`config.mk`:
```
export PLATFORM = sky130hd
export DESIGN_NAME = indexed_free_list_allocator
export DESIGN_NICKNAME = d
export VERILOG_FILES = /design/src/design/ifla_pkg.sv /design/src/design/indexed_free_list_allocator.sv /design/src/design/ifla_link_ram.sv
export SDC_FILE = /design/constraint.sdc
export NUM_CORES = 2
export LEC_CHECK = 0
export BUFFER_PORTS_ARGS = -buffer_cell sky130_fd_sc_hd__buf_2
export CORE_UTILIZATION = 55
export CTS_BUF_LIST = sky130_fd_sc_hd__clkbuf_8 sky130_fd_sc_hd__clkbuf_16
export DETAILED_ROUTE_END_ITERATION = 8
export PLACE_DENSITY_LB_ADDON = 0.2
export RECOVER_POWER = 50
export SLEW_MARGIN = 15
export SYNTH_ARGS = -nofsm -noshare
export SYNTH_HDL_FRONTEND = slang
export SYNTH_SLANG_ARGS = --single-unit
```
`constraint.sdc`:
```
create_clock -name clk -period 36.8 [get_ports clk]
set_input_delay 11.04 -clock clk [delete_from_list [all_inputs] [get_ports clk]]
set_output_delay 11.04 -clock clk [all_outputs]
set_load 0.005 [all_outputs]
```
`src/design/ifla_pkg.sv`:
```
// Shared types, codes and constants for the indexed free-list allocator.
// No dependencies; used by ifla_link_ram and indexed_free_list_allocator.
`default_nettype none

package ifla_pkg;

  localparam int INDEX_W    = 8;
  localparam int LINK_DEPTH = 255;
  localparam int STATUS_W   = 2;

  localparam logic [INDEX_W-1:0] END_INDEX      = 8'd255;
  localparam logic [INDEX_W-1:0] COUNT_MAX      = 8'd255;
  localparam logic [INDEX_W-1:0] BLOCK_COUNT_RST = 8'd254;
  localparam logic [INDEX_W-1:0] BLOCK_COUNT_MIN = 8'd1;
  localparam logic [INDEX_W-1:0] BLOCK_COUNT_MAX = 8'd254;

  localparam logic OP_ALLOC = 1'b0;
  localparam logic OP_FREE  = 1'b1;

  localparam logic [STATUS_W-1:0] STAT_OK        = 2'd0;
  localparam logic [STATUS_W-1:0] STAT_EMPTY     = 2'd1;
  localparam logic [STATUS_W-1:0] STAT_NOT_OWNED = 2'd2;

  typedef enum logic {
    ST_IDLE,
    ST_LOOKUP
  } state_t;

  // Write request into the link memory.
  typedef struct packed {
    logic               en;
    logic [INDEX_W-1:0] addr;
    logic [INDEX_W-1:0] data;
  } link_wr_t;

  // Registered read result of the link memory.
  typedef struct packed {
    logic               written;
    logic [INDEX_W-1:0] link;
  } link_rd_t;

  // Link of an entry that was not written since the list was rebuilt.
  function automatic logic [INDEX_W-1:0] default_link(input logic [INDEX_W-1:0] idx,
                                                      input logic [INDEX_W-1:0] count);
    logic [INDEX_W-1:0] res;
    if (idx == count - 8'd1) begin
      res = END_INDEX;
    end else begin
      res = idx + 8'd1;
    end
    return res;
  endfunction

  function automatic logic [INDEX_W-1:0] clamp_count(input logic [INDEX_W-1:0] v);
    logic [INDEX_W-1:0] res;
    if (v < BLOCK_COUNT_MIN) begin
      res = BLOCK_COUNT_MIN;
    end else if (v > BLOCK_COUNT_MAX) begin
      res = BLOCK_COUNT_MAX;
    end else begin
      res = v;
    end
    return res;
  endfunction

endpackage

`default_nettype wire

```
`src/design/indexed_free_list_allocator.sv`:
```
// Indexed free-list allocator: pops and pushes block indices on a linked list
// kept in a link memory. Depends on ifla_pkg and ifla_link_ram.
// Free: result registered at the accept edge; another may enter unless the output stalls.
// Allocate: the head's link is read into a register, then ST_LOOKUP loads the result.
// Reset and a block_count write rebuild the list at once: head 0, all blocks free.
`default_nettype none

module indexed_free_list_allocator (
  input  wire logic                           clk,
  input  wire logic                           rst,
  input  wire logic                           cfg_valid,
  output logic                                cfg_ready,
  input  wire logic [ifla_pkg::INDEX_W-1:0]   block_count,
  input  wire logic                           in_valid,
  output logic                                in_stall,
  input  wire logic                           opcode,
  input  wire logic [ifla_pkg::INDEX_W-1:0]   block_index,
  output logic                                out_valid,
  input  wire logic                           out_stall,
  output logic [ifla_pkg::STATUS_W-1:0]       status,
  output logic [ifla_pkg::INDEX_W-1:0]        granted_index,
  output logic [ifla_pkg::INDEX_W-1:0]        free_blocks
);

  ifla_pkg::state_t state, state_next;

  logic [ifla_pkg::INDEX_W-1:0] pool_size;
  logic [ifla_pkg::INDEX_W-1:0] head_index, head_index_next;
  logic [ifla_pkg::INDEX_W-1:0] free_count, free_count_next;
  logic                         alloc_ok, alloc_ok_next;

  logic in_accept;
  logic cfg_write;
  logic slot_free;
  logic out_load;
  logic [ifla_pkg::STATUS_W-1:0] status_next;
  logic [ifla_pkg::INDEX_W-1:0]  granted_next;
  logic [ifla_pkg::INDEX_W-1:0]  free_blocks_next;

  ifla_pkg::link_wr_t link_wr;
  ifla_pkg::link_rd_t link_rd;
  logic               link_rd_en;
  logic [ifla_pkg::INDEX_W-1:0] head_link;

  ifla_link_ram u_link_ram (
    .clk     (clk),
    .rst     (rst),
    .clear   (cfg_write),
    .wr      (link_wr),
    .rd_en   (link_rd_en),
    .rd_addr (head_index),
    .rd      (link_rd)
  );

  assign slot_free = !out_valid || !out_stall;
  // An allocate may enter while a result waits; a free completes at once and needs the slot.
  assign in_stall  = (state != ifla_pkg::ST_IDLE) ||
                     (out_valid && out_stall && (opcode == ifla_pkg::OP_FREE));
  assign in_accept = in_valid && !in_stall;
  assign cfg_ready = (state == ifla_pkg::ST_IDLE);
  assign cfg_write = cfg_valid && cfg_ready;

  assign head_link = link_rd.written ? link_rd.link
                                     : ifla_pkg::default_link(head_index, pool_size);

  always_comb begin
    state_next = state;
    case (state)
      ifla_pkg::ST_IDLE: begin
        if (in_accept && (opcode == ifla_pkg::OP_ALLOC)) begin
          state_next = ifla_pkg::ST_LOOKUP;
        end
      end
      ifla_pkg::ST_LOOKUP: begin
        if (slot_free) begin
          state_next = ifla_pkg::ST_IDLE;
        end
      end
      default: state_next = ifla_pkg::ST_IDLE;
    endcase
  end

  always_comb begin
    head_index_next  = head_index;
    free_count_next  = free_count;
    alloc_ok_next    = alloc_ok;
    link_wr          = '0;
    link_rd_en       = 1'b0;
    out_load         = 1'b0;
    status_next      = ifla_pkg::STAT_OK;
    granted_next     = '0;
    free_blocks_next = free_count;
    case (state)
      ifla_pkg::ST_IDLE: begin
        if (in_accept && (opcode == ifla_pkg::OP_ALLOC)) begin
          alloc_ok_next = (free_count != '0) && (head_index < pool_size);
          link_rd_en    = alloc_ok_next;
        end else if (in_accept) begin
          out_load = 1'b1;
          if (block_index >= pool_size) begin
            status_next = ifla_pkg::STAT_NOT_OWNED;
          end else begin
            link_wr.en      = 1'b1;
            link_wr.addr    = block_index;
            link_wr.data    = head_index;
            head_index_next = block_index;
            if (free_count != ifla_pkg::COUNT_MAX) begin
              free_count_next = free_count + 8'd1;
            end
            free_blocks_next = free_count_next;
          end
        end
      end
      ifla_pkg::ST_LOOKUP: begin
        if (slot_free) begin
          out_load = 1'b1;
          if (alloc_ok) begin
            granted_next     = head_index;
            head_index_next  = head_link;
            free_count_next  = free_count - 8'd1;
            free_blocks_next = free_count_next;
          end else begin
            status_next = ifla_pkg::STAT_EMPTY;
          end
        end
      end
      default: ;
    endcase
  end

  always_ff @(posedge clk) begin
    if (rst) begin
      state      <= ifla_pkg::ST_IDLE;
      pool_size  <= ifla_pkg::BLOCK_COUNT_RST;
      head_index <= '0;
      free_count <= ifla_pkg::BLOCK_COUNT_RST;
      alloc_ok   <= 1'b0;
      out_valid  <= 1'b0;
    end else begin
      state    <= state_next;
      alloc_ok <= alloc_ok_next;
      if (cfg_write) begin
        pool_size  <= ifla_pkg::clamp_count(block_count);
        head_index <= '0;
        free_count <= ifla_pkg::clamp_count(block_count);
      end else begin
        head_index <= head_index_next;
        free_count <= free_count_next;
      end
      if (out_load) begin
        out_valid <= 1'b1;
      end else if (!out_stall) begin
        out_valid <= 1'b0;
      end
    end
  end

  always_ff @(posedge clk) begin
    if (out_load) begin
      status        <= status_next;
      granted_index <= granted_next;
      free_blocks   <= free_blocks_next;
    end
  end

  // Hold the head while an allocate waits for the output slot.
  assert property (@(posedge clk) disable iff (rst)
    (state == ifla_pkg::ST_LOOKUP && !slot_free) |=> $stable(head_index))
    else $error("head moved while allocate was waiting");

  assert property (@(posedge clk) disable iff (rst)
    (state == ifla_pkg::ST_IDLE && in_accept && opcode == ifla_pkg::OP_ALLOC)
      |=> (state == ifla_pkg::ST_LOOKUP))
    else $error("allocate did not start a link lookup");

  assert property (@(posedge clk) disable iff (rst)
    (out_valid && out_stall) |=> (out_valid && $stable(granted_index) && $stable(status)))
    else $error("pending result overwritten");

  assert property (@(posedge clk) disable iff (rst)
    cfg_write |=> (head_index == '0 && free_count == pool_size))
    else $error("list not rebuilt after block count write");

  assert property (@(posedge clk) disable iff (rst)
    (state == ifla_pkg::ST_LOOKUP && slot_free && alloc_ok)
      |=> (free_count == $past(free_count) - 8'd1))
    else $error("free count not decremented on allocate");

endmodule

`default_nettype wire

```
`src/design/ifla_link_ram.sv`:
```
// Link memory of the free list: one synchronous write and one registered read,
// with a written bit per entry so a rebuild clears the list at once. Uses ifla_pkg.
`default_nettype none

module ifla_link_ram (
  input  wire logic                          clk,
  input  wire logic                          rst,
  input  wire logic                          clear,
  input  wire ifla_pkg::link_wr_t            wr,
  input  wire logic                          rd_en,
  input  wire logic [ifla_pkg::INDEX_W-1:0]  rd_addr,
  output ifla_pkg::link_rd_t                 rd
);

  logic [ifla_pkg::INDEX_W-1:0] mem [ifla_pkg::LINK_DEPTH];
  logic [ifla_pkg::LINK_DEPTH-1:0] written;

  always_ff @(posedge clk) begin
    if (wr.en) begin
      mem[wr.addr] <= wr.data;
    end
    if (rd_en) begin
      rd.link    <= mem[rd_addr];
      rd.written <= written[rd_addr];
    end
  end

  always_ff @(posedge clk) begin
    if (rst || clear) begin
      written <= '0;
    end else if (wr.en) begin
      written[wr.addr] <= 1'b1;
    end
  end

endmodule

`default_nettype wire

```
## Yosys cells after proc, flatten, opt, wreduce, memory -nomap -nowiden

Memories as Yosys holds them, arrays and structs flattened. A register that Yosys moved wholly into a read port is not among the register bits.
Cells that the tools add are included.

- Flip-flop bits (word level): 301
- Memory bits (writable): 2040
- Input bits: 22
- Output and inout port bits: 21
- Word-level logic and storage cells: 97
- Memories: 1

- Add/subtract/negate cells: 4
- $lt $le $gt $ge: 7
- Eq/ne operators: 8
- Muxes and demuxes: 45
- Bitwise gates (word level): 3
- Reductions and logical operators: 18

Memory list:

| name | depth | bits a word | rd ports | clocked after memory_dff | wr ports | RTL line | RTL |
|---|---|---|---|---|---|---|---|
| u_link_ram.mem | 255 | 8 | 1 | 1 | 1 | ifla_link_ram.sv:15 | `logic [ifla_pkg::INDEX_W-1:0] mem [ifla_pkg::LINK_DEPTH];` |

Operator list:

| operator | count |
|---|---|
| OR 255 bit | 1 |
| 2-to-1 mux 8 bit | 16 |
| 2-to-1 mux 17 bit | 4 |
| one-hot mux 8 bit (2 select lines) | 2 |
| < comparator 8 x 9 -> 1 bit (second input constant) | 2 |
| adder 8 x 1 -> 8 bit (second input constant) | 2 |
| subtractor 8 x 1 -> 8 bit (second input constant) | 2 |
| 2-to-1 mux 1 bit | 15 |
| binary-select mux 1 bit (select 8 bit) | 1 |
| demux 1 bit (select 8 bit) | 1 |
| == test 8 bit | 1 |
| >= comparator 8 x 1 -> 1 bit (second input constant) | 1 |
| >= comparator 8 bit | 1 |
| > comparator 8 bit (second input constant) | 1 |
| < comparator 8 x 1 -> 1 bit (second input constant) | 1 |
| < comparator 8 bit | 1 |
| != test 2 x 1 -> 1 bit (second input constant) | 4 |
| != test 8 bit (second input constant) | 1 |
| nonzero test 8 bit | 1 |
| logical AND 1 bit | 7 |
| 2-to-1 mux 2 bit | 3 |
| AND reduction 5 bit | 1 |
| != test 2 bit (second input constant) | 2 |
| one-hot mux 1 bit (2 select lines) | 2 |
| 7 further kinds | 12 |

## Logic depth before layout (Yosys ltp)

- Depth in word-level cells: 13
- Gate-level depth with buffers: 14
- Mapped depth without buffers: 9

## Modules after synthesis

Synthesis repeated with hierarchy kept, for this count alone.

- Cell total of the unflattened synthesis: 5270
- Area, all modules: 92835.3 um2

By module, submodules not included:

| module | instances | cells each | area an instance (um2) | sequential area each (um2) |
|---|---|---|---|---|
| ifla_link_ram | 1 | 4924 | 89744.8 | 66633.9 |
| indexed_free_list_allocator | 1 | 346 | 3090.5 | 1081.0 |

## Worst setup path before layout

OpenSTA, ideal clock, no wires.

- Kind: input-to-reg
- From: input block_index[0] (netlist bit)
- To: memory u_link_ram.mem[0][0] (netlist bit) (data pin)
- Library setup time: 2.087 ns
- Data arrival time: 21.772 ns
- Data required time: 34.713 ns
- Setup slack: 12.941 ns
- Stages on the path: 8
- Buffers on the path: 1
- Path through: inv_1 -> ha_1 -> nand2b_1 -> a21o_1 -> a211oi_2 -> o31ai_1 -> clkbuf_1 -> nor3_1

RTL lines:

| item | RTL line | RTL |
|---|---|---|
| start: declaration | indexed_free_list_allocator.sv:17 | `input wire logic [ifla_pkg::INDEX_W-1:0] block_index,` |
| end: declaration | ifla_link_ram.sv:15 |  |

## Worst setup path in the final report

- From: input out_stall
- To: output in_stall

- Longest elaborated chain between the ends: 3

RTL lines:

| item | RTL line | RTL |
|---|---|---|
| start: declaration | indexed_free_list_allocator.sv:19 | `input wire logic out_stall,` |
| logical AND 1 bit (2 in a row) | indexed_free_list_allocator.sv:58 | `(out_valid && out_stall && (opcode == ifla_pkg::OP_FREE));` |
| logical OR 1 bit | indexed_free_list_allocator.sv:57 | `assign in_stall = (state != ifla_pkg::ST_IDLE) \|\|` |
| end: declaration | indexed_free_list_allocator.sv:15 | `output logic in_stall,` |

Every way passes these cells.

==> metrics.md <==
| Metric | Value |
|---|---|
| Fillers | `11600` |
| Setup crit start kind | `input pin` |
| CP peak stage delay | `290 ps` |
| Die height | `412 um` |
| Clk_lat worst skew | `860 ps` |
| Hold path depth | `1` |
| Unique masters post-synth | `77` |
| Commonest non-fill, non-tap cells in the layout | `edfxtp_1, mux4_2, dfxtp_1` |
| CTS tree | `built` |
| HPWL Detailed | `144000 um` |
| Mapped Cells | `4825` |
| R2r startpoint | `pool_size[5]` |
| Fin. max-slew vios | `2371` |
| Vias per cell | `6.70` |
| Worst Max-Slew Pin Slew | `10020 ps` |
| Hold path start | `u_link_ram.written[159]` |
| Clk root buf | `clkbuf_16` |
| Mapped Nets | `4868` |
| Placed insts | `6995` |
| H-tree Lvls | `4` |
| Resize count post-CTS | `0` |
| Peak VDD IR | `0.0477 mV` |
| Crit path max-delay family | `simple AND/OR/NAND/NOR gates` |
| Std-Cell Rows | `150` |
| Max Root-Sink Buffers | `3` |
| First-pass GRT wire length | `351000 um` |
| Hold buffers post-CTS | `0` |
| Slew headroom | `-5.68` |
| Core area | `167000 um^2` |
| Synth Warn # | `0` |
| 1st-iter DRT viols | `5988` |
| CP max stage cell | `and2_0` |
| Period utilization | `0.618` |
| First drt pass iteration count | `6` |
| Share of layout cells above drive strength 1 | `0.239` |
| DRC Markers | `0` |
| Crit-path cells | `buf_2, and2_0, nand2_1, nand2_1, buf_2` |
| Share of async-settable or async-resettable flops after synthesis | `0` |
| Clock sinks | `2349` |
| Worst R2R Setup Slack | `24620 ps` |
| Status | `finished, violations left` |
| Hold Crit Class | `register to register` |
| Final net count | `5063` |
| Postcts setup bufs | `0` |
| Synthesized area | `92500 um^2` |
| Setup TNS | `0 ps` |
| Worst-path maximum fanout | `6` |
| Die W | `412 um` |
| Yosys top cell area share | `0.671` |
| Starting density of the core | `0.554` |
| Main synth FF type | `edfxtp_1` |
| R2R depth | `10` |
| Hold Crit Endpoint | `u_link_ram.written[159]` |
| Sequential fraction of the synthesis area | `0.732` |
| Most common cell after layout, fill and taps aside | `edfxtp_1` |
| Routed Antenna Nets | `0` |
| Clock Pin Slew Worst Setup and Hold Paths | `60 ps` |
| Top cells by area, synth | `edfxtp_1, mux4_2, dfxtp_1, o21a_1, mux2i_1` |
| EDFF count, synth | `2067` |
| Critical path data arrival time | `11710 ps` |
| Worst Clk Skew | `38.4 ps` |
| # IOs | `43` |
| Failing checks | `max-capacitance violations, max-slew violations` |
| RSZ-0062 raised after global routing | `no` |
| Largest net degree at the start of global routing | `256` |
| Routed vias | `49800` |
| Crit path capture type | `output port` |
| IO Port Bufs | `42` |
| Placer Congestion | `0.922` |
| Area leader, netlist | `edfxtp_1` |
| Vias in the first global route | `49100` |
| FMAX | `0.0440 GHz` |
| Fin crit period | `22750 ps` |
| R2r endpoint | `u_link_ram.mem[7][6]` |
| Pwr Density | `52.1 nW/um^2` |
| Synth Area per Inst | `19.2 um^2` |
| Synth Register Bits | `2349` |
| Critical path class | `input pin to output port` |
| Gr ovfl total | `0` |
| Die area | `170000 um^2` |
| Final wirelength | `245000 um` |
| Fin. Hold Viols | `0` |
| Fin cells | `7430` |
| LEAKAGE | `30.8 nW` |
| Max cap viols | `39` |
| Critical Path RT | `25760 ps` |
| Final setup violation count | `0` |
| GRT Util Overall | `0.290` |
| Routed length per instance | `33.0 um` |
| Crit path buf inv count | `2` |
| Synth-to-Final Area Change | `12.2%` |
| Cts bufs inserted | `225` |
| Initial antenna violation count | `5` |
==> cell families after synthesis <==
family | Yosys count | synth area share
buffers and inverters | 381 | 0.0208
xor gates and xnor gates | 21 | 0.00199
and+or+nand+nor | 586 | 0.0377
AOI/OAI and AO/OA | 758 | 0.0586
muxes | 709 | 0.146
DFF | 2349 | 0.732
adders and majority gates | 21 | 0.00284
==> routing by layer <==
layer	GRT usage	routed length, um	vias to the layer above
met2	0.444	115000	2555
met5	0.00452	132	-
met1	0.409	96200	26300
met3	0.0671	24100	406
met4	0.109	9620	6
li1	-	-	20500
==> worst max path at each step <==
stage                   startpoint                endpoint  slack [ps]  cells after the start
CTS                      out_stall                in_stall       14170                      5
finish                   out_stall                in_stall       14050                      5
detailed placement       out_stall                in_stall       14170                      5
global route        block_index[5]  u_link_ram.mem[148][6]       13760                     10
global placement         out_stall                in_stall       14110                      5
floorplan           block_index[0]    u_link_ram.mem[0][0]       12940                      8
==> worst reg2reg max path: cells and delay by family, from the launching register on <==
kind	cells	cell delay [ps]
buf+inv	4	9250
compound gates	4	650
flops	1	420
fa+ha+maj	1	320
simple gates	1	250
==> cells in the mapped netlist, types with 5 or more instances <==
cell type / instances
nor2b_1: 13
a211oi_1: 38
buf_6: 27
inv_1: 22
a22o_1: 12
nor3_1: 169
o22ai_1: 52
a311oi_1: 10
o221ai_1: 32
clkbuf_1: 152
o31ai_1: 13
nand4_1: 18
nor4_1: 96
a21o_1: 6
nand3_1: 41
mux4_2: 512
a221oi_1: 38
o21ai_0: 82
o311ai_0: 6
mux2_2: 6
buf_4: 40
o21a_1: 261
edfxtp_1: 2067
xnor2_1: 15
xor2_1: 6
buf_2: 97
nor2_1: 55
a2111oi_0: 8
a21oi_1: 73
nand2_1: 110
dfxtp_1: 282
mux2i_1: 191
nor4_2: 12
a22oi_1: 63
buf_1: 37
nor4_4: 24
nand2b_1: 9
ha_1: 21
and2_1: 10
o211ai_1: 14
a211o_1: 5
a31oi_1: 20
==> sequential cells by signal, indices dropped and copies added, names as in the netlist <==
signal              count
state                   1
u_link_ram.rd           9
granted_index           8
free_count              8
head_index              8
free_blocks             8
out_valid               1
u_link_ram.written    255
pool_size               8
status                  2
alloc_ok                1
u_link_ram.mem       2040
==> layout make-up <==
class / count / area (um^2) / area share
Inverter: 27 / 104 / 0.00100
Multi-Input combinational cell: 2095 / 23600 / 0.227
Timing Repair Buffer: 322 / 2200 / 0.0212
Tap cell: 2204 / 2760 / 0.0266
Clock inverter: 165 / 1230 / 0.0119
Clock buffer: 264 / 6210 / 0.0598
Sequential cell: 2349 / 67700 / 0.652
Antenna cell: 4 / 10.0 / 0.0000964
==> through the flow <==
stage           util  hold slack (ps)  instance area, um^2  setup WS [ps]  power, mW
4_1_cts        0.623              462               104000          14170       5.43
3_3_place_gp   0.578              440                96600          14110       3.17
2_1_floorplan      -              435                92500          12940       3.08
5_1_grt        0.622              470               104000          13760       5.54
6_report       0.622              460               104000          14050       5.41
3_5_place_dp   0.578              448                96600          14170       3.17
==> power breakdown <==
part           internal, mW  switching, mW
Combinational        0.0723          0.167
Sequential             2.87        0.00711
Clock                  1.31          0.985
Total                  4.25           1.16
Note: power is estimated with default switching activity, not from simulation.
